--- src/rtl/core/lclip_pkg.sv ---
// ----------------------------------------------------------------------------
// lclip_pkg
// Types and constants shared by the line clipper.
// ----------------------------------------------------------------------------
`default_nettype none
package lclip_pkg;
	localparam logic [3:0] OC_LEFT   = 4'b0001;
	localparam logic [3:0] OC_RIGHT  = 4'b0010;
	localparam logic [3:0] OC_BOTTOM = 4'b0100;
	localparam logic [3:0] OC_TOP    = 4'b1000;
	localparam int PASS_LIMIT = 16;

	localparam logic [1:0] REG_LEFT   = 2'd0;
	localparam logic [1:0] REG_BOTTOM = 2'd1;
	localparam logic [1:0] REG_RIGHT  = 2'd2;
	localparam logic [1:0] REG_TOP    = 2'd3;

	typedef struct packed {
		logic signed [15:0] start_x;
		logic signed [15:0] start_y;
		logic signed [15:0] end_x;
		logic signed [15:0] end_y;
	} seg_t;

	typedef struct packed {
		logic               accepted;
		logic signed [15:0] clip_start_x;
		logic signed [15:0] clip_start_y;
		logic signed [15:0] clip_end_x;
		logic signed [15:0] clip_end_y;
	} res_t;

	typedef struct packed {
		logic signed [15:0] left;
		logic signed [15:0] bottom;
		logic signed [15:0] right;
		logic signed [15:0] top;
	} win_t;

	// classified segment handed from front to back
	typedef struct packed {
		seg_t       seg;
		logic [3:0] c0;
		logic [3:0] c1;
	} job_t;

	typedef enum logic [2:0] {
		ST_IDLE,
		ST_DECIDE,
		ST_MUL,
		ST_DIV,
		ST_APPLY,
		ST_OUT
	} bk_state_t;

	function automatic logic [3:0] outcode(logic signed [15:0] x, logic signed [15:0] y,
			win_t w);
		logic [3:0] c;
		c = 4'b0000;
		if (x < w.left)
			c = c | OC_LEFT;
		else if (x > w.right)
			c = c | OC_RIGHT;
		if (y < w.bottom)
			c = c | OC_BOTTOM;
		else if (y > w.top)
			c = c | OC_TOP;
		return c;
	endfunction
endpackage
`default_nettype wire

--- src/rtl/core/lclip_if.sv ---
// ----------------------------------------------------------------------------
// lclip_seg_if / lclip_res_if
// Valid/ready channels for segments and clip results.
// ----------------------------------------------------------------------------
`default_nettype none
interface lclip_seg_if;
	logic             valid;
	logic             ready;
	lclip_pkg::seg_t  data;
	modport source (output valid, output data, input ready);
	modport sink (input valid, input data, output ready);
endinterface

interface lclip_res_if;
	logic             valid;
	logic             ready;
	lclip_pkg::res_t  data;
	modport source (output valid, output data, input ready);
	modport sink (input valid, input data, output ready);
endinterface
`default_nettype wire

--- src/rtl/core/lclip_front.sv ---
// ----------------------------------------------------------------------------
// lclip_front
// Accepts segments, computes both outcodes and queues them (2 entries).
// ----------------------------------------------------------------------------
`default_nettype none
module lclip_front (
	input  wire logic              clk,
	input  wire logic              arst_n,
	input  wire lclip_pkg::win_t   win,
	input  wire lclip_pkg::seg_t   in_data,
	input  wire logic              in_valid,
	output logic                   in_ready,
	output lclip_pkg::job_t        job,
	output logic                   job_valid,
	input  wire logic              job_ready
);
	lclip_pkg::job_t mem_q [2];
	logic            wr_ptr_q;
	logic            rd_ptr_q;
	logic [1:0]      cnt_q;
	logic            push;
	logic            pop;
	lclip_pkg::job_t new_job;

	assign in_ready  = (cnt_q != 2'd2);
	assign job_valid = (cnt_q != 2'd0);
	assign push      = in_valid && in_ready;
	assign pop       = job_valid && job_ready;
	assign job       = mem_q[rd_ptr_q];

	always_comb begin
		new_job.seg = in_data;
		new_job.c0  = lclip_pkg::outcode(in_data.start_x, in_data.start_y, win);
		new_job.c1  = lclip_pkg::outcode(in_data.end_x, in_data.end_y, win);
	end

	always_ff @(posedge clk) begin
		if (push)
			mem_q[wr_ptr_q] <= new_job;
	end

	always_ff @(posedge clk or negedge arst_n) begin
		if (!arst_n) begin
			wr_ptr_q <= 1'b0;
			rd_ptr_q <= 1'b0;
			cnt_q    <= 2'd0;
		end else begin
			if (push)
				wr_ptr_q <= ~wr_ptr_q;
			if (pop)
				rd_ptr_q <= ~rd_ptr_q;
			cnt_q <= cnt_q + {1'b0, push} - {1'b0, pop};
		end
	end
endmodule
`default_nettype wire

--- src/rtl/core/lclip_div.sv ---
// ----------------------------------------------------------------------------
// lclip_div
// Signed 34/17 restoring divider, one quotient bit per cycle, truncating.
// ----------------------------------------------------------------------------
`default_nettype none
module lclip_div (
	input  wire logic               clk,
	input  wire logic               arst_n,
	input  wire logic               start,
	input  wire logic signed [33:0] num,
	input  wire logic signed [16:0] den,
	output logic                    done,
	output logic signed [33:0]      quo
);
	logic [33:0] rem_q;
	logic [33:0] q_q;
	logic [16:0] d_q;
	logic        neg_q;
	logic        busy_q;
	logic [5:0]  cnt_q;
	logic [34:0] trial;
	logic [33:0] shifted;

	assign shifted = {rem_q[32:0], q_q[33]};
	assign trial   = {1'b0, shifted} - {18'd0, d_q};
	assign done    = busy_q && (cnt_q == 6'd0);
	assign quo     = neg_q ? -$signed(q_q) : $signed(q_q);

	always_ff @(posedge clk or negedge arst_n) begin
		if (!arst_n) begin
			busy_q <= 1'b0;
			cnt_q  <= 6'd0;
		end else if (start) begin
			busy_q <= 1'b1;
			cnt_q  <= 6'd34;
		end else if (busy_q && cnt_q != 6'd0) begin
			cnt_q <= cnt_q - 6'd1;
		end else begin
			busy_q <= 1'b0;
		end
	end

	always_ff @(posedge clk) begin
		if (start) begin
			rem_q <= 34'd0;
			q_q   <= num[33] ? 34'(-num) : 34'(num);
			d_q   <= den[16] ? 17'(-den) : 17'(den);
			neg_q <= (num[33] ^ den[16]) && (den != 17'sd0);
		end else if (busy_q && cnt_q != 6'd0) begin
			if (d_q == 17'd0) begin
				q_q   <= 34'd0;
				rem_q <= 34'd0;
			end else if (!trial[34]) begin
				rem_q <= trial[33:0];
				q_q   <= {q_q[32:0], 1'b1};
			end else begin
				rem_q <= shifted;
				q_q   <= {q_q[32:0], 1'b0};
			end
		end
	end
endmodule
`default_nettype wire

--- src/rtl/core/lclip_back.sv ---
// ----------------------------------------------------------------------------
// lclip_back
// Runs the clip passes for one queued segment and holds the result.
// ----------------------------------------------------------------------------
`default_nettype none
module lclip_back (
	input  wire logic              clk,
	input  wire logic              arst_n,
	input  wire lclip_pkg::win_t   win,
	input  wire lclip_pkg::job_t   job,
	input  wire logic              job_valid,
	output logic                   job_ready,
	output lclip_pkg::res_t        res,
	output logic                   res_valid,
	input  wire logic              res_ready
);
	lclip_pkg::bk_state_t state_q, state_d;
	logic signed [15:0] x0_q, y0_q, x1_q, y1_q;
	logic [3:0]         c0_q, c1_q;
	logic [4:0]         pass_q;
	logic               acc_q;
	logic [3:0]         c;
	logic               sel0;
	logic               vert;
	logic signed [16:0] span, delta, den;
	logic signed [15:0] base_q, edge_q;
	logic signed [16:0] span_q, delta_q, den_q;
	logic signed [33:0] prod;
	logic               div_start;
	logic               div_done;
	logic signed [33:0] quo;
	logic signed [15:0] nv;
	logic signed [15:0] nx, ny;
	logic               decide_acc, decide_rej;

	assign c    = (c0_q != 4'd0) ? c0_q : c1_q;
	assign sel0 = (c0_q != 4'd0);
	assign vert = (c & (lclip_pkg::OC_TOP | lclip_pkg::OC_BOTTOM)) != 4'd0;
	assign decide_acc = (c0_q | c1_q) == 4'd0;
	assign decide_rej = ((c0_q & c1_q) != 4'd0) || (pass_q == 5'(lclip_pkg::PASS_LIMIT));

	always_comb begin
		if (vert) begin
			span = 17'(x1_q) - 17'(x0_q);
			den  = 17'(y1_q) - 17'(y0_q);
		end else begin
			span = 17'(y1_q) - 17'(y0_q);
			den  = 17'(x1_q) - 17'(x0_q);
		end
		if ((c & lclip_pkg::OC_TOP) != 4'd0)
			delta = 17'(win.top) - 17'(y0_q);
		else if ((c & lclip_pkg::OC_BOTTOM) != 4'd0)
			delta = 17'(win.bottom) - 17'(y0_q);
		else if ((c & lclip_pkg::OC_RIGHT) != 4'd0)
			delta = 17'(win.right) - 17'(x0_q);
		else
			delta = 17'(win.left) - 17'(x0_q);
	end

	// product is taken by the divider when it starts
	assign prod = span_q * delta_q;

	lclip_div u_div (
		.clk    (clk),
		.arst_n (arst_n),
		.start  (div_start),
		.num    (prod),
		.den    (den_q),
		.done   (div_done),
		.quo    (quo)
	);

	assign nv = 16'(base_q + 16'(quo));
	always_comb begin
		if (vert) begin
			nx = nv;
			ny = edge_q;
		end else begin
			nx = edge_q;
			ny = nv;
		end
	end

	always_comb begin
		state_d = state_q;
		case (state_q)
			lclip_pkg::ST_IDLE:   if (job_valid) state_d = lclip_pkg::ST_DECIDE;
			lclip_pkg::ST_DECIDE: begin
				if (decide_acc || decide_rej)
					state_d = lclip_pkg::ST_OUT;
				else
					state_d = lclip_pkg::ST_MUL;
			end
			lclip_pkg::ST_MUL:    state_d = lclip_pkg::ST_DIV;
			lclip_pkg::ST_DIV:    if (div_done) state_d = lclip_pkg::ST_APPLY;
			lclip_pkg::ST_APPLY:  state_d = lclip_pkg::ST_DECIDE;
			lclip_pkg::ST_OUT:    if (res_ready) state_d = lclip_pkg::ST_IDLE;
			default:              state_d = lclip_pkg::ST_IDLE;
		endcase
	end

	always_comb begin
		job_ready = (state_q == lclip_pkg::ST_IDLE);
		res_valid = (state_q == lclip_pkg::ST_OUT);
		div_start = (state_q == lclip_pkg::ST_MUL);
	end

	assign res = '{accepted: acc_q, clip_start_x: x0_q, clip_start_y: y0_q,
		clip_end_x: x1_q, clip_end_y: y1_q};

	always_ff @(posedge clk or negedge arst_n) begin
		if (!arst_n)
			state_q <= lclip_pkg::ST_IDLE;
		else
			state_q <= state_d;
	end

	always_ff @(posedge clk) begin
		case (state_q)
			lclip_pkg::ST_IDLE: begin
				x0_q   <= job.seg.start_x;
				y0_q   <= job.seg.start_y;
				x1_q   <= job.seg.end_x;
				y1_q   <= job.seg.end_y;
				c0_q   <= job.c0;
				c1_q   <= job.c1;
				pass_q <= 5'd0;
			end
			lclip_pkg::ST_DECIDE: begin
				acc_q   <= decide_acc;
				span_q  <= span;
				delta_q <= delta;
				den_q   <= den;
				base_q  <= vert ? x0_q : y0_q;
				if ((c & lclip_pkg::OC_TOP) != 4'd0)
					edge_q <= win.top;
				else if ((c & lclip_pkg::OC_BOTTOM) != 4'd0)
					edge_q <= win.bottom;
				else if ((c & lclip_pkg::OC_RIGHT) != 4'd0)
					edge_q <= win.right;
				else
					edge_q <= win.left;
			end
			lclip_pkg::ST_MUL: ;
			lclip_pkg::ST_APPLY: begin
				pass_q <= pass_q + 5'd1;
				if (sel0) begin
					x0_q <= nx;
					y0_q <= ny;
					c0_q <= lclip_pkg::outcode(nx, ny, win);
				end else begin
					x1_q <= nx;
					y1_q <= ny;
					c1_q <= lclip_pkg::outcode(nx, ny, win);
				end
			end
			default: ;
		endcase
	end
endmodule
`default_nettype wire

--- src/rtl/core/line_clip_outcode_unit.sv ---
// ----------------------------------------------------------------------------
// line_clip_outcode_unit
// Cohen-Sutherland segment clipper against a programmable window.
// ----------------------------------------------------------------------------
// A segment decided at once passes from the queue through the idle, decide
// and output states of the clip engine. Each clip pass runs decide, multiply,
// the bit-serial divider that computes the edge crossing, and update; a
// proper window needs at most four passes per segment, and an inverted
// window can run to the 16-pass limit.
// A two-entry queue after the outcode stage lets new segments enter while
// one is clipped; the result is held until taken.
`default_nettype none
module line_clip_outcode_unit (
	input  wire logic        clk,
	input  wire logic        arst_n,
	input  wire logic        cfg_we,
	input  wire logic [1:0]  cfg_index,
	input  wire logic [15:0] cfg_data,
	lclip_seg_if.sink        seg,
	lclip_res_if.source      res
);
	lclip_pkg::win_t win_q;
	lclip_pkg::job_t job;
	logic            job_valid;
	logic            job_ready;

	always_ff @(posedge clk or negedge arst_n) begin
		if (!arst_n) begin
			win_q <= '0;
		end else if (cfg_we) begin
			case (cfg_index)
				lclip_pkg::REG_LEFT:   win_q.left   <= cfg_data;
				lclip_pkg::REG_BOTTOM: win_q.bottom <= cfg_data;
				lclip_pkg::REG_RIGHT:  win_q.right  <= cfg_data;
				lclip_pkg::REG_TOP:    win_q.top    <= cfg_data;
				default: ;
			endcase
		end
	end

	lclip_front u_front (
		.clk       (clk),
		.arst_n    (arst_n),
		.win       (win_q),
		.in_data   (seg.data),
		.in_valid  (seg.valid),
		.in_ready  (seg.ready),
		.job       (job),
		.job_valid (job_valid),
		.job_ready (job_ready)
	);

	lclip_back u_back (
		.clk       (clk),
		.arst_n    (arst_n),
		.win       (win_q),
		.job       (job),
		.job_valid (job_valid),
		.job_ready (job_ready),
		.res       (res.data),
		.res_valid (res.valid),
		.res_ready (res.ready)
	);
endmodule
`default_nettype wire

--- src/flat_wrapper.sv ---
// flat-port wrapper written by rule: the top's interface ports become plain ports
module line_clip_outcode_unit_flat 
  (clk, arst_n, cfg_we, cfg_index, cfg_data, seg_valid, seg_data, seg_ready, res_valid, res_data, res_ready);
  lclip_seg_if seg_i ();
  lclip_res_if res_i ();
  input  wire logic clk;
  input  wire logic arst_n;
  input  wire logic cfg_we;
  input  wire logic [1:0] cfg_index;
  input  wire logic [15:0] cfg_data;
  input wire logic [$bits(seg_i.valid)-1:0] seg_valid;
  input wire logic [$bits(seg_i.data)-1:0] seg_data;
  output wire logic [$bits(seg_i.ready)-1:0] seg_ready;
  output wire logic [$bits(res_i.valid)-1:0] res_valid;
  output wire logic [$bits(res_i.data)-1:0] res_data;
  input wire logic [$bits(res_i.ready)-1:0] res_ready;
  assign seg_i.valid = seg_valid;
  assign seg_i.data = seg_data;
  assign seg_ready = seg_i.ready;
  assign res_valid = res_i.valid;
  assign res_data = res_i.data;
  assign res_i.ready = res_ready;
  line_clip_outcode_unit u_core (.clk(clk), .arst_n(arst_n), .cfg_we(cfg_we), .cfg_index(cfg_index), .cfg_data(cfg_data), .seg(seg_i), .res(res_i));
endmodule
--- config.mk ---
export PLATFORM = sky130hd
export DESIGN_NAME = line_clip_outcode_unit_flat
export DESIGN_NICKNAME = d
export VERILOG_FILES = /design/src/rtl/core/lclip_pkg.sv /design/src/rtl/core/lclip_if.sv /design/src/rtl/core/lclip_front.sv /design/src/rtl/core/lclip_div.sv /design/src/rtl/core/lclip_back.sv /design/src/rtl/core/line_clip_outcode_unit.sv /design/src/flat_wrapper.sv
export SDC_FILE = /design/constraint.sdc
export NUM_CORES = 2
export LEC_CHECK = 0
export BUFFER_PORTS_ARGS = -buffer_cell sky130_fd_sc_hd__buf_2
export CELL_PAD_IN_SITES_DETAIL_PLACEMENT = 0
export CELL_PAD_IN_SITES_GLOBAL_PLACEMENT = 1
export CORE_MARGIN = 2
export CORE_UTILIZATION = 46
export DETAILED_ROUTE_END_ITERATION = 10
export PLACE_DENSITY = 0.78
export SLEW_MARGIN = 0
export SYNTH_ARGS = -nofsm -noshare
export SYNTH_HDL_FRONTEND = slang
export SYNTH_SLANG_ARGS = --single-unit
--- constraint.sdc ---
create_clock -name clk -period 8 [get_ports clk]
set_input_delay 0 -clock clk [delete_from_list [all_inputs] [get_ports clk]]
set_output_delay 0 -clock clk [all_outputs]
set_load 0.01 [all_outputs]
==> results.yml <==
routing:
  firstDrtPassIters: 6
  antenna_violating_nets_post_route: 0
  postRouteWirelength_um: 124000
  vias_per_cell: 5.60
  detail_route.drc_violations: 0
  dr.first_iter.drc_count: 2397
  wl_per_cell_um: 22.0
  routed-via-count: 31500
worst_setup_path:
  critical_path_required_ns: 8.36
  critical-path-top-delay-family: "adder cells"
  worstPathArrival_ns: 7.94
  max_fo_critical_path: 17
  crit_buf_inv: 5
  timing.critical_path.to_type: "register"
  cpMaxStageDelayCell: "edfxtp_1"
  critical_path_source_type: "register"
  crit_type: "reg2reg"
  worst_path_most_repeated_cell: "fa_1"
  cp_cell_sequence: "and2_1 > fa_1 > inv_1 > fa_1 > fa_1 > fa_1 > inv_1 > fa_1 > inv_1 > fa_1 > inv_1 > ha_1 > and3_1 > a21boi_0 > a31oi_1 > a21oi_4 > or3_1 > a2111oi_2 > nand2_1 > buf_4 > o41ai_2 > xor2_1 > a22o_1"
  timing.critical_path.slowest_cell_delay_ns: 0.64
sta:
  timing_worst_slew_pin_value_ns: 1.19
  rsz0062_at_grt: "no"
  hold_viol_final: 0
  fin_crit_sh_pct: 94.8
  max_freq_ghz: 0.132
  setup_viol: 0
  layout_min_cycle_time_ns: 7.58
  worst_slew_margin_relative_to_its_limit_pct: 19.8
  maxSlewViolCount: 0
  final_tns_setup_ns: 0
  skew_ns: 0.0534
die:
  floorplan.die.width_um: 302
  die_area_mm2: 0.0915
  die_h_um: 302
  fp.coreArea_mm2: 0.0884
  rows: 109
  floorplan.initialDensity_pct: 46.4
  num_io_pins: 154
run:
  cap_violations: 0
synthesis:
  ys_warn_count: 0
  synthesis.nets: 4925
  synth-edff-count: 357
  cell_area_synth_mm2: 0.0410
  synthCells: 4142
  synthesis.area_per_instance_um2: 9.89
  seq_cells_post_synth: 468
  synth_async_sr_flop_share_pct: 16.7
  post_synthesis_sequential_area_ratio_pct: 32.5
  synth_cell_types: 84
  ys.flop_type: "edfxtp_1"
layout:
  final_layout_size_suffix_gt1_share_pct: 9.78
  postLayoutCoreUtil_pct: 52.4
  stdcell_count: 5624
  nets: 5197
  area_delta_synth_final_pct: 13.1
clock_tree:
  worst_setup_hold_path_clk_slew_ns: 0.06
  clock_insertion_delay_worst_skew_ns: 0.64
  cts_buffers: 53
  clock_sink_count: 468
  cts-htree-levels: 2
  cts_tree: "yes"
  root_buffer_cell: "clkbuf_16"
  clockBufferDepth: 3
placed_design:
  placed_cells_incl_taps: 5402
  buffer_ports.inserted: 153
  routabilityCongestion: 0.928
  place.detailed.hpwl_um: 98000
global_route:
  first_global_vias: 31900
  grtUsageMet1_pct: 35.1
  grt_pass1_wl_um: 189000
  globalRoute.totalOverflow: 0
  use_met2_pct: 46.9
  grt_start_max_net_pins: 68
  grt_antenna_before_repair: 3
  gr-usage-all-layers_pct: 27.4
  gr-usage-met3_pct: 2.89
  layer_carrying_the_most_global_route_usage: "met2"
status:
  status: "completed"
worst_hold_path:
  min_path_type: "in2reg"
## layout make-up
type                            count  area [um^2]
Clock buffer                       62         1360
Clock inverter                     37          384
Multi-Input combinational cell   3040        25300
Inverter                          497         1870
Timing Repair Buffer              354         2560
Fill cell                        8054        42100
Tap cell                         1165         1460
Antenna cell                        1         2.50
Sequential cell                   468        13300
## synthesized netlist by cell type, types with 7 or more instances
master / n / area, um^2
inv_1: 497 / 1870
nand2_1: 461 / 1730
ha_1: 393 / 4920
edfxtp_1: 357 / 10700
fa_1: 303 / 6070
o21ai_0: 239 / 1200
a21oi_1: 194 / 971
nor2_1: 191 / 717
and2_1: 154 / 963
xnor2_1: 129 / 1130
clkbuf_1: 117 / 439
mux2i_1: 95 / 951
a21o_1: 90 / 676
dfrtp_1: 78 / 1950
nor3_1: 62 / 310
nand3_1: 58 / 290
mux2_2: 55 / 619
xor2_1: 55 / 482
a211oi_1: 49 / 368
nand2b_1: 41 / 257
nor2b_1: 37 / 231
a21boi_0: 33 / 248
dfxtp_1: 33 / 661
o21a_1: 32 / 240
o31ai_1: 26 / 195
nand4_1: 25 / 156
or3_1: 23 / 144
and3_1: 22 / 138
o211ai_1: 22 / 165
a211o_1: 20 / 175
or2_2: 19 / 119
a31oi_1: 16 / 100
nor4_1: 16 / 100
o21bai_1: 12 / 90.1
or4_1: 12 / 90.1
a41oi_1: 10 / 87.6
buf_1: 10 / 37.5
o41ai_1: 10 / 87.6
a22o_1: 9 / 78.8
a22oi_1: 8 / 60.1
nand3b_1: 8 / 60.1
a2111oi_0: 7 / 61.3
o2111ai_1: 7 / 61.3
o311ai_0: 7 / 61.3
## cells by family (layout without fill, tap and decap cells)
family | after synthesis | in the layout | synth area share (%)
buffers and inverters | 634 | 950 | 5.88
AOI/OAI and AO/OA | 854 | 854 | 13.4
xor gates and xnor gates | 184 | 184 | 3.93
DFF | 468 | 468 | 32.5
other | 0 | 1 | 0
adders and majority gates | 696 | 696 | 26.8
and+or+nand+nor | 1156 | 1156 | 13.5
muxes | 150 | 150 | 3.83
## worst register-to-register path, stage by stage (launching register included)
cell and delay, ns:
edfxtp_1 0.64, and2_1 0.27, fa_1 0.48, inv_1 0.05, fa_1 0.46, fa_1 0.51
fa_1 0.56, inv_1 0.06, fa_1 0.53, inv_1 0.05, fa_1 0.53, inv_1 0.04
ha_1 0.35, and3_1 0.23, a21boi_0 0.14, a31oi_1 0.36, a21oi_4 0.18, or3_1 0.38
a2111oi_2 0.44, nand2_1 0.28, buf_4 0.24, o41ai_2 0.30, xor2_1 0.10, a22o_1 0.18
## worst paths after layout
kind / startpoint / end / slack (ns) / cells after the start
worst max-delay path: u_core.u_back.delta_q[7] / u_core.u_back.u_div.q_q[29] / 0.42 / 23
worst min-delay path: cfg_index[1] / u_core.win_q[48] / 0.07 / 4
worst max register to register: u_core.u_back.delta_q[7] / u_core.u_back.u_div.q_q[29] / 0.42 / 23
worst min register to register: u_core.u_back.u_div.rem_q[14] / u_core.u_back.u_div.rem_q[14] / 0.48 / 2
max in group asynchronous: arst_n / u_core.u_front.rd_ptr_q / 6.90 / 3
min in group asynchronous: arst_n / u_core.win_q[56] / 0.19 / 3
## cells in the final DEF, fill, tap and decap left out, types with 25 or more instances in the layout
cell	n
inv_1	496
nand2_1	459
ha_1	393
edfxtp_1	357
fa_1	303
o21ai_0	239
a21oi_1	193
nor2_1	187
and2_1	154
buf_2	152
xnor2_1	129
dlygate4sd3_1	114
mux2i_1	95
a21o_1	90
buf_4	88
dfrtp_1	77
nor3_1	61
nand3_1	58
xor2_1	55
mux2_2	55
clkbuf_16	53
a211oi_1	49
nand2b_1	41
nor2b_1	37
dfxtp_1	33
o21a_1	32
a21boi_0	31
o31ai_1	26
nand4_1	25
## flip-flops by register name, summed over array words and instances (netlist names), 2 cells and up
signal / count
u_core.u_front.cnt_q: 2
u_core.u_back.span_q: 17
u_core.u_back.x1_q: 16
u_core.u_back.y1_q: 16
u_core.u_back.c0_q: 4
u_core.u_back.base_q: 16
u_core.u_back.edge_q: 16
u_core.u_back.u_div.rem_q: 33
u_core.u_back.den_q: 17
u_core.u_back.x0_q: 16
u_core.u_back.u_div.d_q: 17
u_core.u_back.c1_q: 4
u_core.u_back.y0_q: 16
u_core.win_q: 64
u_core.u_back.pass_q: 5
u_core.u_back.delta_q: 17
u_core.u_back.u_div.cnt_q: 6
u_core.u_front.mem_q: 144
u_core.u_back.u_div.q_q: 34
u_core.u_back.state_q: 3
## routing by layer
metal / part of all wire, % / vias to the layer above / routed length [um]
li1: - / 14900 / -
met1: 41 / 15500 / 51200
met2: 48 / 916 / 59600
met3: 5.2 / 228 / 6480
met4: 5.2 / 0 / 6370
met5: 0 / - / 0
## through the flow
step	hold slack [ns]	setup WS [ns]	instance area, um^2
finish	0.0669	0.418	46300
global route	0.0574	0.0155	46300
CTS	0.0145	0.176	46200
detailed placement	-0.113	0.173	43300
global placement	-0.115	0.279	43300
floorplan	-0.296	0.632	41000
## what timing repair did
item | 4_1_cts | 5_1_grt
hold endpoints to repair | 319 | 0
buffers inserted | 0 | 8
hold buffers | 114 | 0
gates resized for setup | 0 | 8
setup endpoints to repair | 0 | 21
Power is left out: the tool's default activity adds up to more than one toggle a clock period on the data nets, which glitch-free logic cannot reach.
